$ cat src/rtl/core/websocket_frame_encoder_defines.svh
// Assertion macros shared by the WebSocket frame encoder RTL.
// Each macro expects clk_i and rst_ni in the scope where it is used.
`ifndef WEBSOCKET_FRAME_ENCODER_DEFINES_SVH
`define WEBSOCKET_FRAME_ENCODER_DEFINES_SVH

// The property must hold at every clock edge while out of reset.
`define WFE_ASSERT(lbl, prop, msg) \
  lbl: assert property (@(posedge clk_i) disable iff (!rst_ni) (prop)) \
    else $error(msg);

// The condition must never be true while out of reset.
`define WFE_NEVER(lbl, cond, msg) \
  lbl: assert property (@(posedge clk_i) disable iff (!rst_ni) !(cond)) \
    else $error(msg);

`endif

$ cat src/rtl/core/wfe_pkg.sv
// Shared types, constants and helpers for the WebSocket frame encoder.
// No dependencies; imported by every module of the block.
`default_nettype none

package wfe_pkg;

  localparam int unsigned QUEUE_DEPTH = 4;
  localparam int unsigned QPTR_W      = $clog2(QUEUE_DEPTH);
  localparam int unsigned QCNT_W      = QPTR_W + 1;

  localparam int unsigned IDX_W       = 3;

  // Item selector on the input tuser
  typedef enum logic {
    FUNC_START   = 1'b0,
    FUNC_PAYLOAD = 1'b1
  } wfe_func_e;

  localparam logic [7:0]  HDR_FIN        = 8'h80;
  localparam logic        HDR_MASK_BIT   = 1'b1;
  localparam logic [6:0]  LEN_CODE_16    = 7'd126;
  localparam logic [15:0] LEN_SHORT_MAX  = 16'd125;
  localparam logic [IDX_W-1:0] HDR_LAST_SHORT = 3'd5;
  localparam logic [IDX_W-1:0] HDR_LAST_LONG  = 3'd7;
  localparam logic [IDX_W-1:0] KEY_BASE_SHORT = 3'd2;
  localparam logic [IDX_W-1:0] KEY_BASE_LONG  = 3'd4;

  // Command passed from the front to the back through the queue
  typedef struct packed {
    wfe_func_e   kind;
    logic [3:0]  opcode;
    logic [15:0] length;
    logic [31:0] key;
    logic [7:0]  data;       // already masked for payload commands
    logic        frame_end;
  } wfe_cmd_t;

  typedef struct packed {
    logic full;
    logic empty;
  } wfe_qstat_t;

  // Mask-key byte by position, position 0 is bits 31..24
  function automatic logic [7:0] key_byte(input logic [31:0] key, input logic [1:0] sel);
    logic [7:0] b;
    unique case (sel)
      2'd0:    b = key[31:24];
      2'd1:    b = key[23:16];
      2'd2:    b = key[15:8];
      default: b = key[7:0];
    endcase
    return b;
  endfunction

endpackage

`default_nettype wire

$ cat src/rtl/core/wfe_front.sv
// Front end: accepts input items, tracks the open frame and masks payload bytes.
// Depends on wfe_pkg; feeds commands into wfe_queue.
`default_nettype none

module wfe_front
  import wfe_pkg::*;
(
  input  wire logic        clk_i,
  input  wire logic        rst_ni,
  input  wire logic        in_valid_i,
  output logic             in_ready_o,
  input  wire wfe_func_e   func_i,
  input  wire logic [3:0]  opcode_i,
  input  wire logic [15:0] payload_length_i,
  input  wire logic [31:0] mask_key_i,
  input  wire logic [7:0]  data_byte_i,
  input  wire wfe_qstat_t  qstat_i,
  output logic             push_o,
  output wfe_cmd_t         cmd_o
);

  logic [31:0] held_mask_q, held_mask_d;
  logic [15:0] bytes_left_q, bytes_left_d;
  logic [1:0]  mask_pos_q, mask_pos_d;
  logic        accept;
  logic        frame_open;

  assign in_ready_o = !qstat_i.full;
  assign accept     = in_valid_i && in_ready_o;
  assign frame_open = (bytes_left_q != 16'd0);

  always_comb begin
    held_mask_d  = held_mask_q;
    bytes_left_d = bytes_left_q;
    mask_pos_d   = mask_pos_q;
    push_o       = 1'b0;

    cmd_o.kind      = func_i;
    cmd_o.opcode    = opcode_i;
    cmd_o.length    = payload_length_i;
    cmd_o.key       = mask_key_i;
    cmd_o.data      = data_byte_i ^ key_byte(held_mask_q, mask_pos_q);
    cmd_o.frame_end = (bytes_left_q == 16'd1);

    if (accept) begin
      unique case (func_i)
        FUNC_START: begin
          // restart: any open frame is abandoned
          push_o          = 1'b1;
          cmd_o.frame_end = (payload_length_i == 16'd0);
          held_mask_d     = mask_key_i;
          bytes_left_d    = payload_length_i;
          mask_pos_d      = 2'd0;
        end
        FUNC_PAYLOAD: begin
          // drop payload with no frame open
          if (frame_open) begin
            push_o       = 1'b1;
            bytes_left_d = bytes_left_q - 16'd1;
            mask_pos_d   = mask_pos_q + 2'd1;
          end
        end
        default: ;
      endcase
    end
  end

  always_ff @(posedge clk_i or negedge rst_ni) begin
    if (!rst_ni) begin
      held_mask_q  <= '0;
      bytes_left_q <= '0;
      mask_pos_q   <= '0;
    end else begin
      held_mask_q  <= held_mask_d;
      bytes_left_q <= bytes_left_d;
      mask_pos_q   <= mask_pos_d;
    end
  end

endmodule

`default_nettype wire

$ cat src/rtl/core/wfe_queue.sv
// Short command queue between the front and the back of the frame encoder.
// Depends on wfe_pkg and the assertion macros header.
`default_nettype none
`include "websocket_frame_encoder_defines.svh"

module wfe_queue
  import wfe_pkg::*;
(
  input  wire logic       clk_i,
  input  wire logic       rst_ni,
  input  wire logic       push_i,
  input  wire wfe_cmd_t   cmd_i,
  input  wire logic       pop_i,
  output wfe_cmd_t        head_o,
  output wfe_qstat_t      qstat_o
);

  wfe_cmd_t            entries_q [QUEUE_DEPTH];
  logic [QPTR_W-1:0]   wr_ptr_q, wr_ptr_d;
  logic [QPTR_W-1:0]   rd_ptr_q, rd_ptr_d;
  logic [QCNT_W-1:0]   count_q, count_d;

  assign qstat_o.full  = (count_q == QCNT_W'(QUEUE_DEPTH));
  assign qstat_o.empty = (count_q == '0);
  assign head_o        = entries_q[rd_ptr_q];

  always_comb begin
    wr_ptr_d = push_i ? wr_ptr_q + QPTR_W'(1) : wr_ptr_q;
    rd_ptr_d = pop_i  ? rd_ptr_q + QPTR_W'(1) : rd_ptr_q;
    count_d  = count_q;
    if (push_i && !pop_i) begin
      count_d = count_q + QCNT_W'(1);
    end else if (pop_i && !push_i) begin
      count_d = count_q - QCNT_W'(1);
    end
  end

  always_ff @(posedge clk_i) begin
    if (push_i) begin
      entries_q[wr_ptr_q] <= cmd_i;
    end
  end

  always_ff @(posedge clk_i or negedge rst_ni) begin
    if (!rst_ni) begin
      wr_ptr_q <= '0;
      rd_ptr_q <= '0;
      count_q  <= '0;
    end else begin
      wr_ptr_q <= wr_ptr_d;
      rd_ptr_q <= rd_ptr_d;
      count_q  <= count_d;
    end
  end

  `WFE_NEVER(a_no_overflow, push_i && qstat_o.full && !pop_i, "push into a full queue")
  `WFE_NEVER(a_no_underflow, pop_i && qstat_o.empty, "pop from an empty queue")
  `WFE_ASSERT(a_count_ptrs, (count_q == QCNT_W'(QUEUE_DEPTH)) || (count_q[QPTR_W-1:0] == (wr_ptr_q - rd_ptr_q)), "queue count out of step with pointers")

endmodule

`default_nettype wire

$ cat src/rtl/core/wfe_back.sv
// Back end: expands queued commands into frame bytes behind an output register.
// Depends on wfe_pkg and the assertion macros header.
`default_nettype none
`include "websocket_frame_encoder_defines.svh"

module wfe_back
  import wfe_pkg::*;
(
  input  wire logic       clk_i,
  input  wire logic       rst_ni,
  input  wire wfe_cmd_t   head_i,
  input  wire wfe_qstat_t qstat_i,
  output logic            pop_o,
  output logic            out_valid_o,
  input  wire logic       out_ready_i,
  output logic [7:0]      out_byte_o,
  output logic            run_last_o,
  output logic            frame_end_o
);

  logic [IDX_W-1:0] idx_q, idx_d;
  logic             valid_q, valid_d;
  logic [7:0]       byte_q;
  logic             last_q;
  logic             end_q;

  logic             load;
  logic             take;
  logic             long_len;
  logic [IDX_W-1:0] last_idx;
  logic [IDX_W-1:0] key_off;
  logic [7:0]       nxt_byte;
  logic             nxt_last;
  logic             nxt_end;

  assign load     = !valid_q || out_ready_i;
  assign take     = load && !qstat_i.empty;
  assign long_len = (head_i.length > LEN_SHORT_MAX);
  assign last_idx = long_len ? HDR_LAST_LONG : HDR_LAST_SHORT;
  assign key_off  = idx_q - (long_len ? KEY_BASE_LONG : KEY_BASE_SHORT);

  always_comb begin
    nxt_byte = key_byte(head_i.key, key_off[1:0]);
    nxt_last = 1'b1;
    nxt_end  = head_i.frame_end;
    if (head_i.kind == FUNC_PAYLOAD) begin
      nxt_byte = head_i.data;
    end else begin
      nxt_last = (idx_q == last_idx);
      nxt_end  = nxt_last && head_i.frame_end;
      priority if (idx_q == IDX_W'(0)) begin
        nxt_byte = HDR_FIN | {4'b0000, head_i.opcode};
      end else if (idx_q == IDX_W'(1)) begin
        nxt_byte = long_len ? {HDR_MASK_BIT, LEN_CODE_16}
                            : {HDR_MASK_BIT, head_i.length[6:0]};
      end else if (long_len && idx_q == IDX_W'(2)) begin
        nxt_byte = head_i.length[15:8];
      end else if (long_len && idx_q == IDX_W'(3)) begin
        nxt_byte = head_i.length[7:0];
      end else begin
        nxt_byte = key_byte(head_i.key, key_off[1:0]);
      end
    end
  end

  always_comb begin
    pop_o   = take && nxt_last;
    idx_d   = idx_q;
    valid_d = valid_q;
    if (take) begin
      idx_d   = nxt_last ? '0 : idx_q + IDX_W'(1);
      valid_d = 1'b1;
    end else if (load) begin
      valid_d = 1'b0;
    end
  end

  always_ff @(posedge clk_i or negedge rst_ni) begin
    if (!rst_ni) begin
      idx_q   <= '0;
      valid_q <= 1'b0;
    end else begin
      idx_q   <= idx_d;
      valid_q <= valid_d;
    end
  end

  // hold the payload while the sink stalls
  always_ff @(posedge clk_i) begin
    if (take) begin
      byte_q <= nxt_byte;
      last_q <= nxt_last;
      end_q  <= nxt_end;
    end
  end

  assign out_valid_o = valid_q;
  assign out_byte_o  = byte_q;
  assign run_last_o  = last_q;
  assign frame_end_o = end_q;

  `WFE_ASSERT(a_end_is_last, valid_q && end_q |-> last_q, "frame end without run end")
  `WFE_ASSERT(a_idx_in_header, idx_q != '0 |-> !qstat_i.empty && head_i.kind == FUNC_START, "header index set without a header in progress")
  `WFE_NEVER(a_short_hdr_bound, !qstat_i.empty && head_i.kind == FUNC_START && !long_len && idx_q > HDR_LAST_SHORT, "short header ran past its last byte")

endmodule

`default_nettype wire

$ cat src/rtl/core/websocket_frame_encoder.sv
// Top level of the client-side WebSocket frame encoder (masked byte stream).
// Depends on wfe_pkg, wfe_front, wfe_queue and wfe_back.
//
//   channel   dir  tdata                                    tuser        tlast
//   s_axis    in   opcode, payload_length, mask_key, byte   func         -
//   m_axis    out  out_byte                                 frame_end    run_last
//
// A payload item on an open frame yields one byte; a start item yields six bytes
// (lengths up to 125) or eight, sent by the back end one byte per cycle unless stalled.
// The front takes an item every cycle while the four-entry command queue has
// room, so headers are absorbed while the back drains earlier work.
// Output stalls hold the output register and back up into the queue.
// Reset clears the frame state, queue pointers and output valid; no clearing pass.
`default_nettype none

module websocket_frame_encoder
  import wfe_pkg::*;
(
  input  wire logic        clk_i,
  input  wire logic        rst_ni,
  input  wire logic        s_axis_tvalid_i,
  output logic             s_axis_tready_o,
  // [3:0] opcode, [19:4] payload_length, [51:20] mask_key, [59:52] data_byte, [63:60] zero
  input  wire logic [63:0] s_axis_tdata_i,
  // [0] func
  input  wire logic        s_axis_tuser_i,
  output logic             m_axis_tvalid_o,
  input  wire logic        m_axis_tready_i,
  // [7:0] out_byte
  output logic [7:0]       m_axis_tdata_o,
  // [0] run_last
  output logic             m_axis_tlast_o,
  // [0] frame_end
  output logic             m_axis_tuser_o
);

  wfe_qstat_t qstat;
  wfe_cmd_t   push_cmd;
  wfe_cmd_t   head_cmd;
  logic       push;
  logic       pop;
  wfe_func_e  func;

  assign func = wfe_func_e'(s_axis_tuser_i);

  wfe_front u_front (
    .clk_i            (clk_i),
    .rst_ni           (rst_ni),
    .in_valid_i       (s_axis_tvalid_i),
    .in_ready_o       (s_axis_tready_o),
    .func_i           (func),
    .opcode_i         (s_axis_tdata_i[3:0]),
    .payload_length_i (s_axis_tdata_i[19:4]),
    .mask_key_i       (s_axis_tdata_i[51:20]),
    .data_byte_i      (s_axis_tdata_i[59:52]),
    .qstat_i          (qstat),
    .push_o           (push),
    .cmd_o            (push_cmd)
  );

  wfe_queue u_queue (
    .clk_i   (clk_i),
    .rst_ni  (rst_ni),
    .push_i  (push),
    .cmd_i   (push_cmd),
    .pop_i   (pop),
    .head_o  (head_cmd),
    .qstat_o (qstat)
  );

  wfe_back u_back (
    .clk_i       (clk_i),
    .rst_ni      (rst_ni),
    .head_i      (head_cmd),
    .qstat_i     (qstat),
    .pop_o       (pop),
    .out_valid_o (m_axis_tvalid_o),
    .out_ready_i (m_axis_tready_i),
    .out_byte_o  (m_axis_tdata_o),
    .run_last_o  (m_axis_tlast_o),
    .frame_end_o (m_axis_tuser_o)
  );

endmodule

`default_nettype wire

$ cat config.mk
export PLATFORM = sky130hd
export DESIGN_NAME = websocket_frame_encoder
export DESIGN_NICKNAME = d
export VERILOG_FILES = /design/src/rtl/core/wfe_pkg.sv /design/src/rtl/core/wfe_front.sv /design/src/rtl/core/wfe_queue.sv /design/src/rtl/core/wfe_back.sv /design/src/rtl/core/websocket_frame_encoder.sv
export VERILOG_INCLUDE_DIRS = /design/src /design/src/rtl/core
export SDC_FILE = /design/constraint.sdc
export NUM_CORES = 1
export LEC_CHECK = 0
export ABC_AREA = 1
export BUFFER_PORTS_ARGS = -buffer_cell sky130_fd_sc_hd__buf_2
export CAP_MARGIN = 15
export CELL_PAD_IN_SITES_DETAIL_PLACEMENT = 2
export CELL_PAD_IN_SITES_GLOBAL_PLACEMENT = 2
export CORE_UTILIZATION = 38
export CTS_BUF_LIST = sky130_fd_sc_hd__clkbuf_8
export DETAILED_ROUTE_END_ITERATION = 6
export HOLD_SLACK_MARGIN = 0.08
export PLACE_DENSITY_LB_ADDON = 0.08
export SLEW_MARGIN = 20
export SYNTH_ARGS = -nofsm -noshare
export SYNTH_HDL_FRONTEND = slang
export SYNTH_HIERARCHICAL = 1
export SYNTH_SLANG_ARGS = --single-unit
$ cat constraint.sdc
create_clock -name clk_i -period 3 [get_ports clk_i]
set_input_delay 0.6 -clock clk_i [delete_from_list [all_inputs] [get_ports clk_i]]
set_output_delay 0.6 -clock clk_i [all_outputs]
set_load 0.01 [all_outputs]
==> flow_summary_export.csv, run 1 <==
group,metric,value,unit
grt,grtUsageTotal,0.2223,
drt,drtPass1Iterations,7,
drt,wire_per_inst,20.68,um
drt,drc,2,
final_layout,layout_common_cells,"nand2_1, edfxtp_1, inv_1",
critical_path,crit_slowest_cell,"dfrtp_4",
die,rows,74,
die,core,0.04074,mm^2
critical_path,crit_fanout,6,
die,ios,81,
timing,fin_skew,15.64,ps
grt,antenna_found_initial,0,
status,status,"complete, but fails checks",
yosys,synth_enable_flop_cells,258,
yosys,synth_seq_cells,319,
timing,maxSlewHeadroom,0.5202,
clock_tree,cts_made_buffers,55,
critical_path,critPathArrivalTime,3540,ps
clock_tree,clk_pin_slew,60,ps
timing,fin_crit_sh,1.007,
timing,hold_slack,183.6,ps
timing,fin_crit,3021,ps
drt,vias_per_cell,4.992,
clock_tree,clock_path_buffers,3,
yosys,syn-num-nets,1592,
min_path,hold_path_class,"input pin to flop",
timing,timing.fmax,331.0,MHz
grt,grt_pass1_wl,70080,um
final_layout,nets,1698,
die,die_area,0.04207,mm^2
final_layout,utilization,0.4422,
timing,hold_viol,0,
flow_run,maxCapViolCount,0,
final_layout,drive_above_1_share,0.2508,
die,start_util,0.3848,
die,die_w,205.1,um
place,dp_hpwl,29260,um
grt,first_global_vias,12058,
drt,drtIter0Drc,408,
critical_path,startpoint_type,"flop",
status,violations,"DRC, setup timing",
critical_path,critPathMostFrequentCell,"nand2_2",
final_layout,syn_to_final_growth,14.93,%
yosys,async_flop_share,0.1912,
pwr,peakVddDrop,0.0004088,V
timing,worstMarginPinSlew,719.7,ps
pwr,p_total,18.77,mW
yosys,postSynthCellCount,1506,
critical_path,crit_path_end_kind,"flop",
yosys,synth_cell_types,42,
critical_path,worstPathRequired,3520,ps
timing,grt_setup_unrepaired,"yes",
clock_tree,root_buffer,"clkbuf_8",
yosys,synthFlopType,"edfxtp_1",
grt,grt_start_max_net_pins,65,
yosys,syn-cell-area,0.01568,mm^2
clock_tree,cts.sinks,319,
clock_tree,cts_tree,"done",
yosys,seq_area_frac_synth,0.5916,
place,gp_congestion,0.7465,
clock_tree,h-tree-depth,2,
pwr,power_per_cell_area,1042,mW/mm^2
critical_path,critPathTopFamily,"simple AND/OR/NAND/NOR gates",
drt,drtAntennaViolNets,0,
pwr,total_leakage_power,7.862,nW
clock_tree,clk_latency,640,ps
final_layout,layout_commonest_cell,"nand2_1",
timing,fin_ws,-21.20,ps
drt,wl,45330,um
drt,route.vias.total,10942,
place,numPortBuffers,76,
critical_path,path_buf_inv,7,
critical_path,crit_type,"flop to flop",
yosys,postSynthAreaPerCell,10.41,um^2
timing,slew_violations,0,
die,die_h,205.1,um
yosys,yosysWarnings,6,
critical_path,slowest_delay,490,ps
timing,setup_viol,2,
grt,globalRoute.totalOverflow,0,
-- final timing paths --
path	cells after the start	from	slack (ps)	endpoint
setup reg to reg	26	u_queue/rd_ptr_q[0]	-20	u_queue/count_q[2]
hold / removal	1	s_axis_tdata_i[3]	180	u_queue/entries_q[2][60]
min in group asynchronous	2	rst_ni	560	u_queue/count_q[1]
max in group asynchronous	3	rst_ni	1730	u_front/held_mask_q[18]
hold reg to reg	2	u_front/held_mask_q[6]	470	u_front/held_mask_q[6]
setup / recovery	26	u_queue/rd_ptr_q[0]	-20	u_queue/count_q[2]
-- worst register-to-register path: stages (launching register included) --
cell and delay [ps]:
dfrtp_4 490, buf_12 160, buf_8 130, buf_6 100
nand2_2 40, o211ai_2 60, nand2_2 100, nor2_4 150
nand2_2 80, nor2_4 110, nand3_2 110, nand2_2 80
nand2_2 60, nand2_2 60, inv_2 40, nand2_2 60
nand2_2 70, inv_2 80, nor2_4 50, inv_2 60
ha_4 140, inv_4 40, fa_2 350, nand2_2 110
nand3_2 70, nand2_1 60, nand2_1 50
-- logic make-up after synthesis --
group | share of synthesized area
AO/OA/AOI/OAI | 0.1152
multiplexers | 0.0006385
buffers and inverters | 0.1124
AND/OR/NAND/NOR | 0.1634
XOR/XNOR | 0.002793
adder cells (fa/ha/maj) | 0.01405
flip-flops | 0.5916
-- cell usage after synthesis (2+ instances only) --
library cell | n | area share
nand2_1 | 463 | 0.11
edfxtp_1 | 258 | 0.49
inv_1 | 220 | 0.053
o211ai_2 | 85 | 0.068
dfrtp_1 | 61 | 0.097
buf_4 | 58 | 0.028
nand3_1 | 57 | 0.018
nor2_1 | 50 | 0.012
o21ai_0 | 46 | 0.015
o211ai_1 | 39 | 0.019
buf_6 | 25 | 0.018
buf_2 | 21 | 0.0067
ha_1 | 16 | 0.013
a21oi_1 | 10 | 0.0032
nand3b_1 | 10 | 0.0048
nor2_2 | 9 | 0.0036
clkbuf_1 | 8 | 0.0019
o221ai_1 | 8 | 0.0045
or2_2 | 8 | 0.0032
o21ai_1 | 7 | 0.0022
nand4_1 | 5 | 0.0020
nand2_4 | 4 | 0.0029
xor2_1 | 4 | 0.0022
buf_8 | 3 | 0.0029
inv_2 | 3 | 0.00072
nand2_2 | 3 | 0.0012
o21a_1 | 3 | 0.0014
o21bai_1 | 3 | 0.0014
a31oi_1 | 2 | 0.00080
clkinv_1 | 2 | 0.00048
nand3_2 | 2 | 0.0013
nor3_1 | 2 | 0.00064
nor4_1 | 2 | 0.00080
-- registers in the layout (all words and copies together), names as in the netlist --
| signal | flops |
|---|---|
| u_queue/wr_ptr_q | 2 |
| u_queue/rd_ptr_q | 2 |
| u_back/out_valid_o | 1 |
| u_front/held_mask_q | 32 |
| u_front/mask_pos_q | 2 |
| u_front/bytes_left_q | 16 |
| u_back/idx_q | 3 |
| u_queue/count_q | 3 |
| u_back/out_byte_o | 8 |
| u_back/frame_end_o | 1 |
| u_queue/entries_q | 248 |
| u_back/run_last_o | 1 |
-- final cells by class --
class | instances | area, um^2
multi-input cells | 844 | 4821
inverters | 226 | 870.8
fillers | 4309 | 22720
well taps | 532 | 665.6
flip-flops and latches | 319 | 9281
clock buffers | 65 | 894.6
clock inverters | 39 | 247.7
diodes | 1 | 2.502
repair buffers | 166 | 1232
-- what timing repair did --
item                                    4_1_cts  5_1_grt
hold endpoints to repair                     21        0
hold buffers                                  1        0
resized for setup                            37       33
setup buffers                                27        8
endpoints found under the setup margin        4       12
pin swaps                                    25       31
gates cloned                                  2        0
-- through the flow --
step | setup WS, ps | TNS, ps | std cells | area (um^2)
after CTS | -24.56 | -42.51 | 2188 | 17910
after global placement | -102.1 | -164.2 | 2054 | 16380
after detailed placement | -303.1 | -592.2 | 2054 | 16380
final | -21.20 | -23.09 | 2192 | 18020
after floorplan | 59.83 | 0 | 1506 | 15690
after global routing | -196.2 | -536.4 | 2191 | 18010
-- power by group --
part | switching, mW | internal, mW
Clock | 1.87 | 2.23
Combinational | 5.23 | 2.83
Sequential | 0.513 | 6.09
-- routing by layer --
metal	global-route usage	up-vias	routed length [um]
li1	-	5153	-
met1	0.2917	5558	20610
met2	0.3756	158	22050
met3	0.03945	73	1670
met4	0.06190	0	1002
met5	0	-	0
Power figures use the tool's default switching activity.
==> inputs of run 2 (changes only) <==
--- a/config.mk
+++ b/config.mk
@@ -9,7 +9,7 @@
 export ABC_AREA = 1
 export BUFFER_PORTS_ARGS = -buffer_cell sky130_fd_sc_hd__buf_2
 export CAP_MARGIN = 15
-export CELL_PAD_IN_SITES_DETAIL_PLACEMENT = 2
+export CELL_PAD_IN_SITES_DETAIL_PLACEMENT = 0
 export CELL_PAD_IN_SITES_GLOBAL_PLACEMENT = 2
 export CORE_UTILIZATION = 38
 export CTS_BUF_LIST = sky130_fd_sc_hd__clkbuf_8
==> run 2 against run 1 <==
Net effect:
- the flow finishes with violations (DRC)
- global-route usage is 2.9 points lower
- sequential power is 1% lower
- first-iteration DRC count is 20% higher
- clock skew is 5.9 ps higher
- largest cell class unchanged
==> flow_summary_export.csv, run 2 (same netlist as run 1, synthesis figures left out) <==
group,metric,value,unit
min_path,whs_endpoint,"u_queue/entries_q[3][60]",
grt,use_met3,0.03993,
min_path,hold_path_class,"input pin to flop",
grt,antenna_found_initial,0,
drt,drtIter0Drc,491,
pwr,power_per_cell_area,1010,mW/mm^2
final_layout,nets,1690,
critical_path,r2r_cells,22,
die,ios,81,
die,die_w,205.1,um
drt,route.vias.total,10290,
grt,grt_use_met2,0.3118,
die,start_util,0.3848,
timing,fin_skew,21.55,ps
timing,hold_slack,188.5,ps
final_layout,top_register,"u_queue/entries_q",
place,dp_hpwl,25080,um
final_layout,fin_cells,2183,
clock_tree,clock_path_buffers,3,
timing,fin_crit_sh,0.9936,
critical_path,r2r-end,"u_queue/count_q[1]",
min_path,min_delay_path_depth,1,
die,rows,74,
critical_path,crit_fanout,8,
grt,grt_pass1_wl,60290,um
pwr,total_leakage_power,7.746,nW
drt,drtAntennaViolNets,0,
critical_path,crit_type,"flop to flop",
place,placed_cell_area,0.01638,mm^2
drt,vias_per_cell,4.714,
grt,grt_use_met1,0.2653,
status,violations,"DRC",
clock_tree,cts.sinks,319,
drt,wl,39500,um
place,numPortBuffers,76,
pwr,peakVddDrop,0.0004512,V
final_layout,utilization,0.4373,
critical_path,crit_path_end_kind,"flop",
grt,grt_start_max_net_pins,65,
place,place_inst,2054,
timing,timing.fmax,335.5,MHz
final_layout,largest_reg_flops,248,
timing,hold_viol,0,
critical_path,critPathArrivalTime,3500,ps
die,core,0.04074,mm^2
die,die_h,205.1,um
critical_path,worstPathRequired,3520,ps
final_layout,syn_to_final_growth,13.64,%
final_layout,num-fill-cells,3984,
final_layout,layout_commonest_cell,"nand2_1",
critical_path,startpoint_type,"flop",
pwr,p_switching,7.148,mW
drt,drtPass1Iterations,6,
die,die_area,0.04207,mm^2
clock_tree,clk_pin_slew,60,ps
clock_tree,root_buffer,"clkbuf_8",
critical_path,timing.rr.start,"u_queue/rd_ptr_q[0]",
grt,first_global_vias,10203,
clock_tree,h-tree-depth,2,
pwr,power.share.clock,0.215,
timing,grt_setup_unrepaired,"yes",
pwr,combPwrFrac,0.422,
final_layout,reg.largest.list,"u_queue/entries_q: 248 flops, u_front/held_mask_q: 32 flops, u_front/bytes_left_q: 16 flops",
timing,slew_violations,0,
final_layout,layout_common_cells,"nand2_1, edfxtp_1, inv_1",
flow_run,maxCapViolCount,0,
clock_tree,cts_made_buffers,55,
timing,fin_tns_setup,0,ps
pwr,pwr-share-seq,0.363,
timing,worstMarginPinSlew,717.1,ps
grt,grt_busiest_layer,"met2",
grt,globalRoute.totalOverflow,0,
final_layout,final_area,0.01781,mm^2
final_layout,antennaDiodeCount,0,
pwr,p_sw_frac,0.3972,
clock_tree,cts_tree,"done",
timing,maxSlewHeadroom,0.5220,
status,status,"complete, but fails checks",
grt,grtUsageTotal,0.1933,
critical_path,reg2reg_slack,20,ps
timing,setup_viol,0,
drt,wire_per_inst,18.10,um
final_layout,drive_above_1_share,0.2332,
place,gp_congestion,0.7465,
drt,drc,1,
pwr,p_int,10.85,mW
min_path,min_from,"s_axis_tdata_i[3]",
clock_tree,clk_latency,640,ps
timing,fin_crit,2981,ps
run 2: changes by cell type in the layout (fill, tap and decap cells not counted), moves of 3 or more:
| cell | before | now |
|---|---|---|
| nand3_1 | 51 | 54 |
| clkinv_1 | 5 | 15 |
| nand2_2 | 27 | 16 |
| buf_4 | 72 | 65 |
| nand3_2 | 8 | 5 |
| nand2_1 | 439 | 450 |
| inv_1 | 232 | 227 |
| clkbuf_8 | 65 | 61 |
run 2: power groups by stage:
stage / combinational (mW) / sequential [mW] / clock, mW
global placement: 7.13 / 6.61 / 0
finish: 7.59 / 6.53 / 3.87
detailed placement: 7.16 / 6.63 / 0
floorplan: 4.96 / 6.55 / 0
CTS: 7.51 / 6.54 / 4.03
global route: 8.47 / 6.64 / 4.22
run 2: final cells by class:
type / instances / area, um^2 / area share
timing repair buffer: 158 / 1175 / 0.06595
multi-input combinational: 844 / 4746 / 0.2664
inverter: 226 / 868.3 / 0.04874
clock buffer: 61 / 839.6 / 0.04713
clock inverter: 43 / 239.0 / 0.01341
sequential: 319 / 9281 / 0.5210
tap: 532 / 665.6 / 0.03736
run 2: worst max-delay path, cell delays in order, from the launching register on:
cell and delay (ps):
dfrtp_4 510, buf_12 170, buf_6 120, buf_6 110
o211ai_2 130, nand2_1 100, inv_1 80, nand2_2 70
nor2_4 140, nand3_2 90, nand2_2 90, nand2_2 50
inv_2 60, nand2_2 60, nand2_2 90, inv_2 50
nor2_2 120, inv_1 60, ha_2 170, inv_2 70
fa_2 420, nand2_1 60, nand2_1 40
run 2: worst max-delay path by stage:
stage | from | end | slack [ps] | cells past startpoint
final | u_queue/rd_ptr_q[0] | u_queue/count_q[1] | 20 | 22
after global routing | u_queue/rd_ptr_q[0] | u_queue/count_q[1] | -130 | 22
after CTS | u_queue/rd_ptr_q[0] | u_queue/count_q[2] | -30 | 24
after detailed placement | u_queue/rd_ptr_q[0] | u_queue/count_q[1] | -100 | 23
after global placement | u_queue/rd_ptr_q[0] | u_queue/count_q[1] | -100 | 23
after floorplan | u_queue/rd_ptr_q[0] | u_queue/count_q[1] | 60 | 22
run 2: per-layer routing:
metal	vias to the layer above	wire, um
met2	157	18570
li1	5132	-
met3	53	1498
met5	-	0
met4	0	619
met1	4948	18820
run 2: what timing repair did:
item,CTS,global route
gates resized for setup,12,28
hold buffers,1,0
gates cloned,1,1
setup buffers,16,8
setup endpoints to repair,2,9
endpoints found under the hold margin,21,0
pin swaps,8,37
run 2: per-stage QoR:
stage | total power, mW | worst slack (ps)
after floorplan | 11.51 | 59.83
after global routing | 19.33 | -132.9
after CTS | 18.08 | -27.90
final | 18.00 | 19.25
after detailed placement | 13.79 | -100.7
after global placement | 13.74 | -102.1
